[config.mk]
export PLATFORM = sky130hd
export DESIGN_NAME = pnm_image_stream_parser
export DESIGN_NICKNAME = d
export VERILOG_FILES = /design/src/hw/rtl/pnm_pkg.sv /design/src/hw/rtl/pnm_image_stream_parser.sv
export SDC_FILE = /design/constraint.sdc
export NUM_CORES = 1
export LEC_CHECK = 0
export BUFFER_PORTS_ARGS = -buffer_cell sky130_fd_sc_hd__buf_2
export CORE_MARGIN = 1
export CORE_UTILIZATION = 41
export DETAILED_ROUTE_END_ITERATION = 8
export HOLD_SLACK_MARGIN = 0.15
export PLACE_DENSITY_LB_ADDON = 0.08
export REMOVE_ABC_BUFFERS = 1
export SLEW_MARGIN = 20
export SYNTH_ARGS = -nofsm -noshare
export SYNTH_HDL_FRONTEND = slang
export SYNTH_SLANG_ARGS = --single-unit
[constraint.sdc]
create_clock -name i_clk -period 7.2 [get_ports i_clk]
set_input_delay 0.36 -clock i_clk [delete_from_list [all_inputs] [get_ports i_clk]]
set_output_delay 0.36 -clock i_clk [all_outputs]
set_load 0.005 [all_outputs]
[src/hw/rtl/pnm_pkg.sv]
package pnm_pkg;

    localparam int DIM_BITS = 16;
    localparam int ACC_W    = ((DIM_BITS > 16) ? DIM_BITS : 16) + 1;

    localparam logic [ACC_W-1:0] DIM_MAX    = ACC_W'((64'd1 << DIM_BITS) - 64'd1);
    localparam logic [ACC_W-1:0] MAXVAL_MAX = ACC_W'(65535);
    localparam logic [ACC_W-1:0] ACC_CAP    = {ACC_W{1'b1}};
    localparam logic [15:0]      BYTE_MAX   = 16'd255;
    localparam logic [1:0]       LAST_PLANE = 2'd2;

    localparam logic [7:0] CH_SP   = 8'h20;
    localparam logic [7:0] CH_TAB  = 8'h09;
    localparam logic [7:0] CH_LF   = 8'h0A;
    localparam logic [7:0] CH_CR   = 8'h0D;
    localparam logic [7:0] CH_HASH = 8'h23;
    localparam logic [7:0] CH_P    = 8'h50;
    localparam logic [7:0] CH_0    = 8'h30;
    localparam logic [7:0] CH_9    = 8'h39;
    localparam logic [7:0] CH_3    = 8'h33;
    localparam logic [7:0] CH_5    = 8'h35;
    localparam logic [7:0] CH_6    = 8'h36;

    typedef enum logic [2:0] {
        PH_MAGIC,
        PH_WIDTH,
        PH_HEIGHT,
        PH_MAXVAL,
        PH_BIN,
        PH_ASCII,
        PH_TAIL,
        PH_FAIL
    } t_phase;

    typedef enum logic [1:0] {
        KIND_HEADER,
        KIND_SAMPLE,
        KIND_DONE,
        KIND_ERROR
    } t_kind;

    typedef enum logic [1:0] {
        FMT_P5 = 2'd0,
        FMT_P6 = 2'd1,
        FMT_P3 = 2'd2
    } t_format;

    typedef enum logic [1:0] {
        MG_START,
        MG_GOT_P,
        MG_OK,
        MG_BAD
    } t_magic;

    typedef enum logic [2:0] {
        ERR_NONE,
        ERR_MAGIC,
        ERR_HDR_CUT,
        ERR_NUMBER,
        ERR_ZERO_DIM,
        ERR_MAXVAL,
        ERR_DATA_CUT,
        ERR_TOO_LARGE
    } t_error;

    typedef struct packed {
        t_kind       kind;
        logic [15:0] sample_value;
        logic [1:0]  channel;
        logic [15:0] column;
        logic [15:0] row;
        logic [15:0] image_width;
        logic [15:0] image_height;
        logic [15:0] max_value;
        t_format     format;
        logic        wide_samples;
        t_error      error_code;
        logic        last_of_run;
    } t_result;

endpackage

[src/hw/rtl/pnm_image_stream_parser.sv]
// PNM (P3, P5, P6) byte stream parser.
// Input channel: one file byte per transfer (i_data_byte), i_end_of_file set
// on the final byte. Output channel: one result per transfer: a header after
// a valid maxval, then each sample as it completes, and done or error on the
// final byte. A byte causes zero, one or two results.
// Each accepted byte is handled in the cycle it is taken: parser state and
// result register update on that edge, and a result is offered on o_out_valid
// once every result queued ahead of it has been taken.
// Throughput is one byte per cycle while o_in_ready is high. Results queue
// in a three entry output buffer; o_in_ready is high while at most one result
// waits, so a stalled receiver holds bytes back only once two results are
// pending, and a final byte that yields two results puts both in the buffer.
// Errors are held and reported at end of file; the parser then returns to
// its reset state for the next file.
// Reset (i_rst_n low, synchronous) clears the parser and empties the buffer.
module pnm_image_stream_parser (
    input  logic        i_clk,
    input  logic        i_rst_n,
    input  logic        i_in_valid,
    output logic        o_in_ready,
    input  logic [7:0]  i_data_byte,
    input  logic        i_end_of_file,
    output logic        o_out_valid,
    input  logic        i_out_ready,
    output logic [1:0]  o_kind,
    output logic [15:0] o_sample_value,
    output logic [1:0]  o_channel,
    output logic [15:0] o_column,
    output logic [15:0] o_row,
    output logic [15:0] o_image_width,
    output logic [15:0] o_image_height,
    output logic [15:0] o_max_value,
    output logic [1:0]  o_format,
    output logic        o_wide_samples,
    output logic [2:0]  o_error_code,
    output logic        o_last_of_run
);
    import pnm_pkg::*;

    t_phase              r_phase, n_phase;
    logic [ACC_W-1:0]    r_acc, n_acc;
    logic                r_tok_active, n_tok_active;
    logic                r_tok_invalid, n_tok_invalid;
    logic                r_in_comment, n_in_comment;
    t_magic              r_magic, n_magic;
    t_format             r_format, n_format;
    logic [DIM_BITS-1:0] r_width, n_width;
    logic [DIM_BITS-1:0] r_height, n_height;
    logic [15:0]         r_maxval, n_maxval;
    logic [DIM_BITS-1:0] r_col, n_col;
    logic [DIM_BITS-1:0] r_row, n_row;
    logic [1:0]          r_chan, n_chan;
    logic [7:0]          r_high_byte, n_high_byte;
    logic                r_high_held, n_high_held;
    t_error              r_pending, n_pending;

    t_result             r_fifo [3];
    logic [1:0]          r_wp, n_wp;
    logic [1:0]          r_rp, n_rp;
    logic [1:0]          r_count, n_count;

    logic                accept;
    logic                pop;
    logic                is_ws;
    logic                is_hash;
    logic                is_digit;
    logic                tok_phase;
    logic                wide_cur;
    logic [ACC_W+3:0]    acc_mul;
    logic [ACC_W-1:0]    acc_next;
    logic [DIM_BITS:0]   col_inc;
    logic [DIM_BITS:0]   row_inc;

    logic                end_req;
    logic                end_now;
    logic [ACC_W-1:0]    tok_val;
    logic                tok_bad;
    t_error              hdr_err;
    t_error              pend_c;
    logic                samp_req;
    logic [15:0]         samp_val;
    logic                pre_vld;
    logic                fin_vld;
    t_result             pre_res;
    t_result             fin_res;

    function automatic logic [1:0] inc3(input logic [1:0] p);
        return (p == 2'd2) ? 2'd0 : p + 2'd1;
    endfunction

    assign accept   = i_in_valid && o_in_ready;
    assign is_ws    = (i_data_byte == CH_SP) || (i_data_byte == CH_TAB) ||
                      (i_data_byte == CH_LF) || (i_data_byte == CH_CR);
    assign is_hash  = (i_data_byte == CH_HASH);
    assign is_digit = (i_data_byte >= CH_0) && (i_data_byte <= CH_9);
    assign tok_phase = (r_phase == PH_MAGIC) || (r_phase == PH_WIDTH) ||
                       (r_phase == PH_HEIGHT) || (r_phase == PH_MAXVAL) ||
                       (r_phase == PH_ASCII);
    assign wide_cur = (r_maxval > BYTE_MAX);

    // acc * 10 + digit
    assign acc_mul = {1'b0, r_acc, 3'b000} + {3'b000, r_acc, 1'b0} +
                     (ACC_W+4)'(i_data_byte - CH_0);

    always_comb begin
        if (r_phase == PH_ASCII) begin
            acc_next = ACC_W'(acc_mul[15:0]);
        end else if (acc_mul > (ACC_W+4)'(ACC_CAP)) begin
            acc_next = ACC_CAP;
        end else begin
            acc_next = acc_mul[ACC_W-1:0];
        end
    end

    assign col_inc = {1'b0, r_col} + (DIM_BITS+1)'(1);
    assign row_inc = {1'b0, r_row} + (DIM_BITS+1)'(1);

    always_comb begin
        n_phase       = r_phase;
        n_acc         = r_acc;
        n_tok_active  = r_tok_active;
        n_tok_invalid = r_tok_invalid;
        n_in_comment  = r_in_comment;
        n_magic       = r_magic;
        n_format      = r_format;
        n_width       = r_width;
        n_height      = r_height;
        n_maxval      = r_maxval;
        n_col         = r_col;
        n_row         = r_row;
        n_chan        = r_chan;
        n_high_byte   = r_high_byte;
        n_high_held   = r_high_held;
        n_pending     = r_pending;
        end_req  = 1'b0;
        end_now  = 1'b0;
        tok_val  = '0;
        tok_bad  = 1'b0;
        hdr_err  = ERR_NONE;
        pend_c   = ERR_NONE;
        samp_req = 1'b0;
        samp_val = '0;
        pre_vld  = 1'b0;
        fin_vld  = 1'b0;
        pre_res  = '0;
        fin_res  = '0;

        if (accept) begin
            // byte handling
            if (tok_phase) begin
                if (r_in_comment) begin
                    if (i_data_byte == CH_LF) begin
                        n_in_comment = 1'b0;
                    end
                end else if (is_hash || is_ws) begin
                    end_req = r_tok_active;
                    if (is_hash) begin
                        n_in_comment = 1'b1;
                    end
                end else begin
                    n_tok_active = 1'b1;
                    if (r_phase == PH_MAGIC) begin
                        case (r_magic)
                            MG_START: begin
                                n_magic = (i_data_byte == CH_P) ? MG_GOT_P : MG_BAD;
                            end
                            MG_GOT_P: begin
                                n_magic = MG_OK;
                                case (i_data_byte)
                                    CH_5:    n_format = FMT_P5;
                                    CH_6:    n_format = FMT_P6;
                                    CH_3:    n_format = FMT_P3;
                                    default: n_magic  = MG_BAD;
                                endcase
                            end
                            default: n_magic = MG_BAD;
                        endcase
                    end else if (is_digit) begin
                        n_acc = acc_next;
                    end else begin
                        n_tok_invalid = 1'b1;
                    end
                end
            end else if (r_phase == PH_BIN) begin
                if (r_in_comment) begin
                    if (i_data_byte == CH_LF) begin
                        n_in_comment = 1'b0;
                    end
                end else if (wide_cur) begin
                    if (!r_high_held) begin
                        n_high_byte = i_data_byte;
                        n_high_held = 1'b1;
                    end else begin
                        n_high_held = 1'b0;
                        samp_req    = 1'b1;
                        samp_val    = {r_high_byte, i_data_byte};
                    end
                end else begin
                    samp_req = 1'b1;
                    samp_val = {8'h00, i_data_byte};
                end
            end

            // token end, by separator or by end of file in the maxval or ASCII phase
            end_now = end_req || (i_end_of_file && n_tok_active &&
                      ((r_phase == PH_MAXVAL) || (r_phase == PH_ASCII)));

            if (end_now) begin
                tok_val       = n_acc;
                tok_bad       = n_tok_invalid;
                n_acc         = '0;
                n_tok_invalid = 1'b0;
                n_tok_active  = 1'b0;
                case (r_phase)
                    PH_MAGIC: begin
                        if (n_magic == MG_OK) begin
                            n_phase = PH_WIDTH;
                        end else begin
                            if (r_pending == ERR_NONE) begin
                                n_pending = ERR_MAGIC;
                            end
                            n_phase = PH_FAIL;
                        end
                        n_magic = MG_START;
                    end
                    PH_WIDTH, PH_HEIGHT: begin
                        if (r_pending == ERR_NONE) begin
                            if (tok_bad) begin
                                n_pending = ERR_NUMBER;
                            end else if (tok_val > DIM_MAX) begin
                                n_pending = ERR_TOO_LARGE;
                            end
                        end
                        if (r_phase == PH_WIDTH) begin
                            n_width = (tok_val > DIM_MAX) ? DIM_MAX[DIM_BITS-1:0]
                                                          : tok_val[DIM_BITS-1:0];
                            n_phase = PH_HEIGHT;
                        end else begin
                            n_height = (tok_val > DIM_MAX) ? DIM_MAX[DIM_BITS-1:0]
                                                           : tok_val[DIM_BITS-1:0];
                            n_phase  = PH_MAXVAL;
                        end
                    end
                    PH_MAXVAL: begin
                        hdr_err = r_pending;
                        if (hdr_err == ERR_NONE && tok_bad) begin
                            hdr_err = ERR_NUMBER;
                        end
                        if (hdr_err == ERR_NONE && (r_width == '0 || r_height == '0)) begin
                            hdr_err = ERR_ZERO_DIM;
                        end
                        if (hdr_err == ERR_NONE && (tok_val == '0 || tok_val > MAXVAL_MAX)) begin
                            hdr_err = ERR_MAXVAL;
                        end
                        if (hdr_err != ERR_NONE) begin
                            n_pending = hdr_err;
                            n_phase   = PH_FAIL;
                        end else begin
                            n_maxval             = tok_val[15:0];
                            pre_vld              = 1'b1;
                            pre_res.kind         = KIND_HEADER;
                            pre_res.image_width  = 16'(r_width);
                            pre_res.image_height = 16'(r_height);
                            pre_res.max_value    = tok_val[15:0];
                            pre_res.format       = r_format;
                            pre_res.wide_samples = (tok_val[15:0] > BYTE_MAX);
                            n_col       = '0;
                            n_row       = '0;
                            n_chan      = '0;
                            n_high_held = 1'b0;
                            n_phase     = (r_format == FMT_P3) ? PH_ASCII : PH_BIN;
                        end
                    end
                    PH_ASCII: begin
                        if (tok_bad) begin
                            if (r_pending == ERR_NONE) begin
                                n_pending = ERR_NUMBER;
                            end
                            n_phase = PH_FAIL;
                        end else begin
                            samp_req = 1'b1;
                            samp_val = tok_val[15:0];
                        end
                    end
                    default: ;
                endcase
            end

            // sample out and raster position
            if (samp_req) begin
                pre_vld              = 1'b1;
                pre_res.kind         = KIND_SAMPLE;
                pre_res.sample_value = samp_val;
                pre_res.channel      = r_chan;
                pre_res.column       = 16'(r_col);
                pre_res.row          = 16'(r_row);
                pre_res.format       = r_format;
                pre_res.wide_samples = wide_cur;
                if ((r_format == FMT_P5) || (r_chan == LAST_PLANE)) begin
                    n_chan = '0;
                    if (col_inc >= {1'b0, r_width}) begin
                        n_col = '0;
                        n_row = row_inc[DIM_BITS-1:0];
                        if (row_inc >= {1'b0, r_height}) begin
                            n_phase = PH_TAIL;
                        end
                    end else begin
                        n_col = col_inc[DIM_BITS-1:0];
                    end
                end else begin
                    n_chan = r_chan + 2'd1;
                end
            end

            // end of file
            if (i_end_of_file) begin
                pend_c = n_pending;
                case (n_phase)
                    PH_MAGIC: begin
                        pend_c = (n_tok_active && n_magic == MG_OK) ? ERR_HDR_CUT : ERR_MAGIC;
                    end
                    PH_WIDTH, PH_HEIGHT, PH_MAXVAL: begin
                        pend_c = ERR_HDR_CUT;
                    end
                    PH_BIN, PH_ASCII: begin
                        if (pend_c == ERR_NONE) begin
                            pend_c = ERR_DATA_CUT;
                        end
                    end
                    default: ;
                endcase
                fin_vld             = 1'b1;
                fin_res.kind        = (pend_c != ERR_NONE) ? KIND_ERROR : KIND_DONE;
                fin_res.error_code  = pend_c;
                fin_res.last_of_run = 1'b1;

                n_phase       = PH_MAGIC;
                n_acc         = '0;
                n_tok_active  = 1'b0;
                n_tok_invalid = 1'b0;
                n_in_comment  = 1'b0;
                n_magic       = MG_START;
                n_format      = FMT_P5;
                n_width       = '0;
                n_height      = '0;
                n_maxval      = '0;
                n_col         = '0;
                n_row         = '0;
                n_chan        = '0;
                n_high_byte   = '0;
                n_high_held   = 1'b0;
                n_pending     = ERR_NONE;
            end
        end

        pre_res.last_of_run = !fin_vld;
    end

    always_ff @(posedge i_clk) begin
        if (!i_rst_n) begin
            r_phase       <= PH_MAGIC;
            r_acc         <= '0;
            r_tok_active  <= 1'b0;
            r_tok_invalid <= 1'b0;
            r_in_comment  <= 1'b0;
            r_magic       <= MG_START;
            r_format      <= FMT_P5;
            r_width       <= '0;
            r_height      <= '0;
            r_maxval      <= '0;
            r_col         <= '0;
            r_row         <= '0;
            r_chan        <= '0;
            r_high_byte   <= '0;
            r_high_held   <= 1'b0;
            r_pending     <= ERR_NONE;
        end else begin
            r_phase       <= n_phase;
            r_acc         <= n_acc;
            r_tok_active  <= n_tok_active;
            r_tok_invalid <= n_tok_invalid;
            r_in_comment  <= n_in_comment;
            r_magic       <= n_magic;
            r_format      <= n_format;
            r_width       <= n_width;
            r_height      <= n_height;
            r_maxval      <= n_maxval;
            r_col         <= n_col;
            r_row         <= n_row;
            r_chan        <= n_chan;
            r_high_byte   <= n_high_byte;
            r_high_held   <= n_high_held;
            r_pending     <= n_pending;
        end
    end

    // output buffer
    assign o_in_ready  = (r_count <= 2'd1);
    assign o_out_valid = (r_count != 2'd0);
    assign pop         = o_out_valid && i_out_ready;

    always_comb begin
        n_rp    = pop ? inc3(r_rp) : r_rp;
        n_wp    = r_wp;
        n_count = r_count + {1'b0, pre_vld} + {1'b0, fin_vld} - {1'b0, pop};
        if (pre_vld && fin_vld) begin
            n_wp = inc3(inc3(r_wp));
        end else if (pre_vld || fin_vld) begin
            n_wp = inc3(r_wp);
        end
    end

    always_ff @(posedge i_clk) begin
        if (!i_rst_n) begin
            r_wp    <= '0;
            r_rp    <= '0;
            r_count <= '0;
        end else begin
            r_wp    <= n_wp;
            r_rp    <= n_rp;
            r_count <= n_count;
        end
    end

    always_ff @(posedge i_clk) begin
        if (pre_vld) begin
            r_fifo[r_wp] <= pre_res;
        end else if (fin_vld) begin
            r_fifo[r_wp] <= fin_res;
        end
        if (pre_vld && fin_vld) begin
            r_fifo[inc3(r_wp)] <= fin_res;
        end
    end

    assign o_kind         = r_fifo[r_rp].kind;
    assign o_sample_value = r_fifo[r_rp].sample_value;
    assign o_channel      = r_fifo[r_rp].channel;
    assign o_column       = r_fifo[r_rp].column;
    assign o_row          = r_fifo[r_rp].row;
    assign o_image_width  = r_fifo[r_rp].image_width;
    assign o_image_height = r_fifo[r_rp].image_height;
    assign o_max_value    = r_fifo[r_rp].max_value;
    assign o_format       = r_fifo[r_rp].format;
    assign o_wide_samples = r_fifo[r_rp].wide_samples;
    assign o_error_code   = r_fifo[r_rp].error_code;
    assign o_last_of_run  = r_fifo[r_rp].last_of_run;

endmodule

Yosys cells after proc, flatten, opt, wreduce, memory -nomap -nowiden --
Memories as Yosys holds them, arrays and structs flattened. A register that Yosys moved wholly into a read port is not among the register bits. Cells that the tools add are included.
Storage, ports and cells: bits in registers 127, RAM bits 321, output and inout port bits 109, memories 1
Memory list:
- r_fifo | depth 3, width 107, rd ports 1, clocked after Yosys merged registers in 1, write ports 2, line pnm_image_stream_parser.sv:57 | t_result r_fifo [3];
Cells by class: add/sub/neg operators 12, magnitude comparators 9, eq/ne operators 34, muxes and demuxes 196, bitwise logic cells 1, reductions and logical operators 64
Operators by type and width (count):
- 16-bit 2-to-1 mux | 35
- 51-bit 2-to-1 mux | 4
- 17-bit 2-to-1 mux | 10
- 3-bit 2-to-1 mux | 36
- 107-bit 2-to-1 mux | 1
- 102-bit 2-to-1 mux | 1
- 2-bit 2-to-1 mux | 33
- 1-bit 2-to-1 mux | 63
- 8-bit 2-to-1 mux | 6
- 8-bit by 6-bit == test with 1-bit output (second input constant) | 5
- 16-bit by 1-bit adder with 17-bit output (second input constant) | 2
- 17-bit by 16-bit >= comparator with 1-bit output | 2
- 16-bit by 8-bit > comparator with 1-bit output (second input constant) | 2
- 16-bit logical NOT | 2
- 8-bit by 4-bit == test with 1-bit output (second input constant) | 3
- 3-bit one-hot mux with 4 select lines | 2
- 2-bit nonzero test | 11
- 20-bit by 18-bit adder with 21-bit output | 1
- 21-bit adder | 1
- 21-bit by 17-bit > comparator with 1-bit output (second input constant) | 1
- 3-bit logical NOT | 6
- 17-bit by 16-bit > comparator with 1-bit output (second input constant) | 1
- 17-bit logical NOT | 1
- 4-bit AND reduction | 4
- 31 further kinds | 83

Depth between registers and ports, before layout --
word-level depth 45, depth in mapped cells 23, gate-level depth less buffers 21

Worst setup path after synthesis --
No wires, ideal clock.
kind input-to-reg, start input i_data_byte[4], end register r_count[1], arrival 5.989 ns, data required time 7.072 ns, path slack 1.083 ns, cell stages on the path 21, path buffers 0, cell sequence ha_1 > nor3_1 > fa_1 > ha_1 > a21o_1 > and3_1 > a2111oi_0 > a31oi_1 > xor2_1 > or3_1 > o21bai_2 > o2111a_1 > nand3_2 > nand2_1 > inv_1 > ha_1 > inv_1 > fa_1 > xnor2_1 > xnor2_1 > nor2_1
Between the ends: cells in the longest elaborated chain, start to end 35, elaborated cells on any way between the ends 73, classes of those cells 5 x add/sub; 4 x order compare; 5 x eq/ne; 43 x mux; 16 x reduce/logical
RTL lines:
- start, declared | line pnm_image_stream_parser.sv:21 | input logic [7:0] i_data_byte,
- branches (longest 30 deep; another with 21-bit adder)
- 1-bit 2-to-1 mux * | line pnm_image_stream_parser.sv:290 | if (samp_req) begin
- 1-bit 2-to-1 mux * | line pnm_image_stream_parser.sv:148 | if (accept) begin
- 2-bit by 1-bit adder with 2-bit output * (2 in a row) | line pnm_image_stream_parser.sv:405 | n_count = r_count + {1'b0, pre_vld} + {1'b0, fin_vld} - {1'b0, pop};
- 2-bit by 1-bit subtractor with 2-bit output * | line pnm_image_stream_parser.sv:405
- end signal, assigned | line pnm_image_stream_parser.sv:421 | r_count <= n_count;
- end, declared | line pnm_image_stream_parser.sv:60 | logic [1:0] r_count, n_count;
Mark *: on every way between the ends. The select of a mux whose other input is x is not followed. A chain may end at the register's enable or synchronous reset.

==> qor.txt <==
status: finished clean
Sequential cell area: 0.00904 mm^2
n_diodes: 0
post-route clock skew: 0.0305 ns
logic gate share of total power: 9.6%
Worst Path Max Fanout: 45
die footprint: 0.0570 mm^2
ranking of synthesized cells by area: dfxtp_1 (37%), nand2_1 (9.2%), a21oi_1 (9.1%)
Slew headroom: 24.2%
area delta synth->final: 12.2%
CP max stage cell: or2_4
drt wl/cell: 20.2 um
final wirelength: 76,600 um
first-pass GRT wire length: 119,000 um
nets: 3,090
Syn Inst Count: 3,016
slack of the critical path: 0.738 ns
Hold/Removal Path Class: primary input to register
Final period util: 89.8%
Sum Neg Setup Slack: 0 ns
GRT overflow: 0
CP bufs+invs: 4
worst vdd ir: 0.154 mV
Seq pwr share: 44.4%
area leader, netlist: dfxtp_1
initial antenna violation count: 1
Clk network pwr share: 46.0%
port buffer count: 121
Critical Path RT: 7.73 ns
Critical Path Start Type: primary input
Psw: 1520 uW
number of fill cells in the layout: 5,568
crit path DAT: 7.00 ns
I/O pin count: 122
Synth Flop Type: dfxtp_1
CTS sink count: 442
DRT antenna net count: 0
RSZ-0062 raised after global routing: no
yosys warns: 0
async set-or-reset flop fraction in the synthesized netlist: 0%
Final min period: 6.46 ns
gpl congestion: 0.874
Yosys reg bits: 442
height of the die: 239 um
clk slew on worst S/H paths: 0.06 ns
DP Cell Count: 3,688
Non-Filler Instances: 3,783
WHS: 0.186 ns
setup violators final: 0
Cell Chain, Critical Path: dlygate4sd3_1 > buf_2 > ha_1 > nor3_2 > buf_4 > fa_1 > ha_1 > a21oi_1 > o2bb2ai_1 > o21a_1 > nor4_1 > o21ai_1 > o22a_1 > o32a_1 > o2111ai_4 > o211a_1 > or2_4 > buf_12 > nand2_1 > a21oi_1
cell area after layout: 0.0258 mm^2
EDFF count, synth: 18
via count of the first global-routing pass: 20,300
DRC viols: 0
Clock H-tree levels: 2
Leakage: 0.00941 uW
area of the core: 0.0552 mm^2
slowest stage delay, CP: 0.64 ns
Area after DPL: 0.0240 mm^2
CTS Buf Count: 50
Placement Setup Slack: 0.761 ns
DR pass1 iterations: 5
Syn Std Cell Area: 0.0230 mm^2
post-cts hold buffer count: 3
total number of vias: 21,600
Pwr per Cell Area: 224 mW/mm^2
Die Wd: 239 um
root buf cell: clkbuf_16
cell family with most CP delay: compound AO/OA/AOI/OAI gates
most common library cells after synthesis: nand2_1 (564), dfxtp_1 (424), a21oi_1 (419)
f_max: 0.155 GHz
layout cells sized above 1: 9.82%
vias per inst: 5.72
DR iter-0 viols: 1,727
worst-margin pin slew: 1.14 ns
largest net degree at the start of global routing: 96
Slew Viols, Final: 0
initial core utilization: 41.6%
endpoint type of the worst setup path: register
post-DP HPWL: 49,600 um
Rows: 86
Power Internal: 4240 uW
max-cap violations: 0
most common cell in the synthesized netlist: nand2_1
syn avg cell area: 7.62 um^2
Multi-input gate area: 0.0127 mm^2
Post-CTS Resized: 0
total track usage: 26.5%
CTS tree: yes
critical path type: primary input to register
Synth cell types: 89
switching share of power: 26.4%
setup bufs post-CTS: 0
final count of hold timing violations: 0
post-synthesis sequential area ratio: 39.3%
clk buf depth: 3
latest clock arrival within the worst-skew pair: 0.61 ns
share of Yosys cell area claimed by the top area cell type: 36.9%
-- cells by family (layout without fill, tap and decap cells) --
| logic type | Yosys count | after routing | share of synthesized area, % |
|---|---|---|---|
| xor+xnor | 45 | 45 | 1.71 |
| flops | 442 | 442 | 39.3 |
| mux | 112 | 112 | 4.88 |
| compound gates | 780 | 780 | 19.6 |
| buf+inv | 323 | 342 | 6.01 |
| fa+ha+maj | 80 | 80 | 4.91 |
| simple gates | 1234 | 1234 | 23.6 |
-- stage by stage --
step	util (%)	total power [uW]
6_report	46.7	5770
5_1_grt	46.7	5970
4_1_cts	46.7	5820
3_5_place_dp	43.5	3160
3_3_place_gp	43.5	3160
2_1_floorplan	-	2960
-- sequential cells by signal (all words and copies together) (netlist names), 2 cells and up, named ones only --
name / flops
r_rp: 2
r_width: 16
r_row: 16
r_maxval: 8
r_high_byte: 8
r_height: 16
r_count: 2
r_fifo: 321
r_phase: 3
r_format: 2
r_chan: 2
r_wp: 2
r_pending: 3
r_acc: 17
r_magic: 2
r_col: 16
-- path summary, 6_finish.rpt --
kind             startpoint            end  slack [ns]  depth (start not counted)
min reg2reg   r_fifo[2][30]  r_fifo[2][30]        0.45                          2
min             i_out_ready       register        0.19                          4
max          i_data_byte[4]   r_fifo[2][6]        0.74                         20
max reg2reg        r_acc[4]   r_fifo[2][6]        1.37                         15
-- placed cells by master, fill, tap and decap left out, types with 18 or more instances in the layout --
cell       Yosys  routed
and3_1        18      18
o21ai_0      164     164
nor3_1        31      30
a21oi_1      419     419
nand4_1       20      20
nand3_1      264     264
nand2_1      564     564
buf_4         16      41
a32o_1        18      18
ha_1          63      63
nor2_1       247     241
xnor2_1       29      29
a31oi_1       18      18
dfxtp_1      424     422
buf_2         63     121
edfxtp_1      18      18
clkbuf_16      0      52
inv_1         77      76
a22oi_1       51      51
mux2i_1      111     111
-- layout make-up --
| cell class | count | share of cell area, % |
|---|---|---|
| clock buffer | 73 | 5.66 |
| clock inverter | 17 | 0.917 |
| inverter | 77 | 1.12 |
| multi-input combinational | 2251 | 49.2 |
| sequential | 442 | 35.0 |
| tap | 748 | 3.63 |
| timing repair buffer | 175 | 4.38 |
-- power by group through the flow --
stage | Sequential (uW) | Clock (uW) | Combinational, uW
after floorplan | 2630 | 0 | 335
after global placement | 2610 | 0 | 543
after detailed placement | 2620 | 0 | 546
after CTS | 2560 | 2710 | 549
after global routing | 2570 | 2810 | 591
final | 2560 | 2650 | 551
-- routing by layer --
metal / GRT usage [%] / vias to the layer above / wire [um]
met3: 4.05 / 122 / 4400
met1: 37.4 / 10500 / 35800
li1: - / 10400 / -
met2: 41.4 / 618 / 34100
met4: 8.35 / 0 / 2230
met5: 0 / - / 0
-- worst register-to-register path, delay by kind of cell (launching register included) --
| family | cells | cell delay (ns) |
|---|---|---|
| AOI/OAI and AO/OA | 9 | 2.80 |
| DFF | 1 | 0.46 |
| adders and majority gates | 2 | 0.83 |
| buffers and inverters | 1 | 0.32 |
| and+or+nand+nor | 3 | 1.37 |
(Power assumes the default switching activity.)
